[src/rtl/fah_pkg.sv]
// Shared types, constants and helpers for the facet area angle histogram.
package fah_pkg;

  localparam int NUM_BINS        = 100;
  localparam int COORD_FRAC_BITS = 16;
  localparam int ANG_BITS        = 30;
  localparam int CORDIC_ITERS    = 24;
  localparam int BIN_W           = $clog2(NUM_BINS);
  localparam int QUEUE_DEPTH     = 2;

  typedef struct packed {
    logic signed [31:0] a_x;
    logic signed [31:0] a_y;
    logic signed [31:0] a_z;
    logic signed [31:0] b_x;
    logic signed [31:0] b_y;
    logic signed [31:0] b_z;
    logic signed [31:0] c_x;
    logic signed [31:0] c_y;
    logic signed [31:0] c_z;
    logic signed [31:0] normal_x;
    logic signed [31:0] normal_y;
    logic signed [31:0] normal_z;
  } facet_in_t;

  typedef struct packed {
    logic [6:0]  bin_index;
    logic [55:0] facet_area;
    logic [63:0] bin_total;
    logic        normal_zero;
  } facet_out_t;

  // Front-end result handed to the accumulator.
  typedef struct packed {
    logic [BIN_W-1:0] bin;
    logic [55:0]      area;
    logic             normal_zero;
  } fah_job_t;

  typedef logic signed [ANG_BITS+1:0] angle_t;

  function automatic angle_t step_angle(input logic [4:0] i);
    case (i)
      5'd0:  step_angle = 32'sd268435456;
      5'd1:  step_angle = 32'sd158466703;
      5'd2:  step_angle = 32'sd83729454;
      5'd3:  step_angle = 32'sd42502378;
      5'd4:  step_angle = 32'sd21333666;
      5'd5:  step_angle = 32'sd10677233;
      5'd6:  step_angle = 32'sd5339919;
      5'd7:  step_angle = 32'sd2670123;
      5'd8:  step_angle = 32'sd1335082;
      5'd9:  step_angle = 32'sd667543;
      5'd10: step_angle = 32'sd333772;
      5'd11: step_angle = 32'sd166886;
      5'd12: step_angle = 32'sd83443;
      5'd13: step_angle = 32'sd41722;
      5'd14: step_angle = 32'sd20861;
      5'd15: step_angle = 32'sd10430;
      5'd16: step_angle = 32'sd5215;
      5'd17: step_angle = 32'sd2608;
      5'd18: step_angle = 32'sd1304;
      5'd19: step_angle = 32'sd652;
      5'd20: step_angle = 32'sd326;
      5'd21: step_angle = 32'sd163;
      5'd22: step_angle = 32'sd81;
      5'd23: step_angle = 32'sd41;
      default: step_angle = '0;
    endcase
  endfunction

endpackage

[src/rtl/fah_queue.sv]
// Short job queue between the front end and the accumulator.
module fah_queue import fah_pkg::*; (
  input  logic     clk,
  input  logic     rst,
  input  logic     wr_valid,
  output logic     wr_ready,
  input  fah_job_t wr_data,
  output logic     rd_valid,
  input  logic     rd_ready,
  output fah_job_t rd_data
);

  fah_job_t mem [QUEUE_DEPTH];
  logic [$clog2(QUEUE_DEPTH)-1:0] wp, rp;
  logic [$clog2(QUEUE_DEPTH):0]   cnt;

  assign wr_ready = (cnt != ($clog2(QUEUE_DEPTH)+1)'(QUEUE_DEPTH));
  assign rd_valid = (cnt != 0);
  assign rd_data  = mem[rp];

  always_ff @(posedge clk) begin
    if (wr_valid && wr_ready) mem[wp] <= wr_data;
    if (rst) begin
      wp <= '0; rp <= '0; cnt <= '0;
    end else begin
      if (wr_valid && wr_ready) wp <= wp + 1'b1;
      if (rd_valid && rd_ready) rp <= rp + 1'b1;
      cnt <= cnt + ($clog2(QUEUE_DEPTH)+1)'(wr_valid && wr_ready)
                 - ($clog2(QUEUE_DEPTH)+1)'(rd_valid && rd_ready);
    end
  end

endmodule

[config.mk]
export PLATFORM = sky130hd
export DESIGN_NAME = fah_queue
export DESIGN_NICKNAME = d
export VERILOG_FILES = /design/src/rtl/fah_pkg.sv /design/src/rtl/fah_queue.sv
export SDC_FILE = /design/constraint.sdc
export NUM_CORES = 1
export LEC_CHECK = 0
export BUFFER_PORTS_ARGS = -buffer_cell sky130_fd_sc_hd__buf_4
export CAP_MARGIN = 20
export CORE_UTILIZATION = 56
export CTS_CLUSTER_SIZE = 24
export DETAILED_ROUTE_END_ITERATION = 6
export PLACE_DENSITY = 0.85
export REMOVE_ABC_BUFFERS = 1
export SKIP_CTS_REPAIR_TIMING = 1
export SYNTH_ARGS = -nofsm -noshare
export SYNTH_HDL_FRONTEND = slang
export SYNTH_SLANG_ARGS = --single-unit
[constraint.sdc]
create_clock -name clk -period 6 [get_ports clk]
set_clock_uncertainty 0.05 [all_clocks]
set_input_delay 0.3 -clock clk [delete_from_list [all_inputs] [get_ports clk]]
set_output_delay 0.3 -clock clk [all_outputs]
set_load 0.02 [all_outputs]
-- Word level (Yosys, flattened, before mapping)
Memories as Yosys holds them, arrays and structs flattened. A register that Yosys moved wholly into a read port is not among the register bits.
Index checks and enable logic that the tools add are counted.
- add/sub/neg operators: 4
- eq/ne operators: 1
- muxes and demuxes: 4
- reduce and logical (&&, ||, !) cells: 3
- operator list (operator ; number):
    $mux W1 ; 4
    $add A1 B1 Y1 const B ; 2
    $add A2 B1 Y2 ; 1
    $logic_and A1 B1 Y1 ; 2
    $ne A2 B2 Y1 const B ; 1
    $reduce_bool A2 Y1 ; 1
    $sub A2 B1 Y2 ; 1
- register bits after elaboration: 4
- RAM bits: 128
- bits of input ports: 68
- output and inout bits: 66
- logic and storage cells: 16
- memories: 1
- memories (memory ; words ; bits a word ; read ports ; clocked after Yosys merged registers in ; wr ports ; line ; text):
    mem ; 2 ; 64 ; 1 ; 1 ; 1 ; fah_queue.sv:13 ; fah_job_t mem [QUEUE_DEPTH];

-- Longest topological paths before layout
- word-level depth: 4
- gate-level depth with buffers: 6
- gate-level depth less buffers: 6

-- Worst setup path before layout
Ideal clock, no wire load.
- kind: reg2reg
- start: register cnt[0]
- end: memory mem[1][0] in the netlist's numbering, enable pin
- setup time: 0.429 ns
- data arrival time: 2.299 ns
- data required time: 5.521 ns
- path slack: 3.222 ns
- cell stages (with the launch flop): 3
- path buffers: 0
- clock period less this slack: 2.778 ns
- path through: dfxtp_1 > nand2b_1 > and3_1
- longest elaborated chain between the ends: 4
- ends and longest elaborated chain (element ; line ; text):
    from (decl) ; fah_queue.sv:15 ; logic [$clog2(QUEUE_DEPTH):0] cnt;
    from (signal assigned) ; fah_queue.sv:28 ; cnt <= cnt + ($clog2(QUEUE_DEPTH)+1)'(wr_valid && wr_ready)
    $ne A2 B2 Y1 ; fah_queue.sv:17 ; assign wr_ready = (cnt != ($clog2(QUEUE_DEPTH)+1)'(QUEUE_DEPTH));
    via wr_ready ; fah_queue.sv:6 ; output logic wr_ready,
    $logic_and A1 B1 Y1 ; fah_queue.sv:22 ; if (wr_valid && wr_ready) mem[wp] <= wr_data;
    $mux W1 ; fah_queue.sv:22 ;
    $mux W1 (implied by the code) ; fah_queue.sv:22 ;
    to (decl) ; fah_queue.sv:13 ;
The timed path passes the listed nets, and every way through them passes these cells.

==> reports/results.ini <==
[place]
gp_congestion = 0.744
place_ws_ns = 3.70
placed_area_sq_um = 5980
placed_cells = 462
hpwl_mm = 5.51
port-buffer-count = 133

[setup_path]
crit_required_ns = 5.65
worst_ep_arrival_time_ns = 2.38
slowest_delay_ns = 0.74
critical_path.top_delay_family = flip-flops
cp-start-kind = flip-flop
path_class = reg2out
path_common_cell = buf_4
crit_path_top_delay_cell = dfxtp_2
worstPathCellList = buf_4 > mux2_2 > buf_4
crit_fanout = 38
crit_path_end_kind = primary output
path_buf_inv = 2

[clocking]
cts_root_buf = clkbuf_8
cts_buffers = 17
cts_tree = done
clkTransAtPathRegs_ns = 0.06
cts_max_path_buffers = 2
cts_sinks = 133
insertion_delay_ns = 0.50
h-tree-depth = 4

[power_and_ir_drop]
p_leak_nw = 2.77
ir_drop_uv = 241
p_per_area_nw_per_um2 = 398

[route]
via_count = 2859
topRoutingLayerUsed = met4
met1Wirelength_mm = 4.23
drtPass1Iterations = 4
routedWlPerCell_microns = 18.5
wl_met2_mm = 5.39
via_per_inst = 5.11
routed_wl_mm = 10.4
route.met3.wl_microns = 626
drt_iter0_markers = 159
drc = 0
antenna_left = 0

[sta]
relSlewSlack_pct = 56.8
tns_ns = 0
maxSlewViolCount = 0
tightest_slew_ns = 0.648
clock.fmax_mhz = 366
setup_viol = 0
rsz0062_at_grt = false
final.setup.worst_slack_ns = 3.27
min_period_ns = 2.73
finalCritPeriodShare_pct = 45.6
hold_violations = 0

[logic_synthesis]
postSynthCellCount = 228
synth_simple_gate_area_share_pct = 1.44
ys_types = 23
synth.mux.area_fraction_pct = 15.0
synth_top_family_by_area = multiplexers
synth.cell_area_sq_um = 4870
ys_ff_latch = 133
yosysSeqAreaShare_pct = 80.9
ys_warn_count = 0
synth_compound_area_share_pct = 1.05
synthXorXnorAreaFrac_pct = 0.180
yosys.area_share.adder_pct = 0.257
synth.avg_cell_area_sq_um = 21.4

[floorplanning]
initial_core_util_pct = 58.7
die_w_microns = 95.3
core_area_sq_um = 8300
num_io_pins = 134
die_h_microns = 95.3
num_rows = 33
die-area_sq_um = 9080

[run]
max_cap_viol_count = 0

[global_route]
grt_pass1_wl_mm = 13.0
overflow = 0
antenna_found_initial = 1
grt.total_usage_pct = 20.1
grt_max_degree = 41
grt_pass1_vias = 2676

[cells_and_area]
design_area_sq_um = 7220
post-route-util_pct = 87.0
syn_to_final_growth_pct = 48.3
final_common_cell = buf_4
final_cells = 560
layout-drive-gt1-share_pct = 52.2
fin_nets = 510
final_cell_mix = buf_4, edfxtp_1, dlygate4sd3_1

[hold_path]
hold_path_class = in2reg

[status]
status = completed

[report_power, final]
| part | total, mW | switching [mW] | internal, mW |
|---|---|---|---|
| logic | 0.671 | 0.343 | 0.328 |
| registers | 1.18 | 0.0498 | 1.13 |
| clock network | 1.02 | 0.387 | 0.635 |
| total | 2.87 | 0.779 | 2.09 |
[sequential cells by signal (all words and copies together), names as in the netlist, named ones only]
| name | cells |
|---|---|
| rp | 1 |
| mem | 128 |
| wp | 1 |
| cnt | 2 |
[kinds of logic (layout without fill, tap and decap cells)]
logic type,Yosys count,in the layout
DFF,133,133
muxes,65,65
and+or+nand+nor,13,13
buffers and inverters,8,234
AOI/OAI and AO/OA,7,7
adders and majority gates,1,1
xor gates and xnor gates,1,1
other,0,1
[final timing paths]
kind,endpoint,depth (start not counted),slack (ns),from
worst min-delay path,wp,3,0.10,wr_valid
worst max-delay path,rd_data[27],3,3.27,flip-flop
worst min register to register,rp,2,0.47,rp
worst max register to register,mem[1][30],3,3.70,cnt[0]
[routing by layer]
| metal | global-route usage [%] | vias up |
|---|---|---|
| met5 | 0 | - |
| met1 | 24.5 | 1388 |
| met3 | 6.62 | 10 |
| met2 | 32.7 | 125 |
| met4 | 8.84 | 0 |
| li1 | - | 1336 |
[cell usage after synthesis, drive strengths merged]
library cell / n / share of area (%)
a211oi: 1 / 0.15
nand2b: 1 / 0.13
a21bo: 2 / 0.41
or2: 1 / 0.13
nand3b: 1 / 0.15
a21oi: 1 / 0.10
inv: 1 / 0.077
dfxtp: 5 / 2.1
and3: 1 / 0.13
nor2b: 2 / 0.26
nand3: 1 / 0.10
xor2: 1 / 0.18
o21ai: 2 / 0.21
and2b: 1 / 0.15
ha: 1 / 0.26
edfxtp: 128 / 79
nor2: 5 / 0.39
buf: 7 / 1.0
a32oi: 1 / 0.18
mux2: 65 / 15
[cell type report]
| cell class | count | area [sq um] |
|---|---|---|
| Antenna cell | 1 | 2.50 |
| Clock buffer | 17 | 414 |
| Clock inverter | 15 | 179 |
| Fill cell | 350 | 1080 |
| Inverter | 1 | 3.75 |
| Multi-Input combinational cell | 87 | 876 |
| Sequential cell | 133 | 3950 |
| Tap cell | 105 | 131 |
| Timing Repair Buffer | 201 | 1670 |
[worst register-to-register path: cells and delay by family, from the launching register on]
kind	cells	cell delay [ns]
and+or+nand+nor	2	0.84
buffers and inverters	1	0.58
DFF	1	0.44
[stage by stage]
step / power [mW] / hold WS (ns)
finish: 2.87 / 0.103
global route: 2.96 / 0.0996
CTS: 2.84 / -0.0942
detailed placement: 1.82 / 0.438
global placement: 1.81 / 0.435
floorplan: 1.56 / 0.319
No activity file was read; power rests on OpenSTA's default activity.
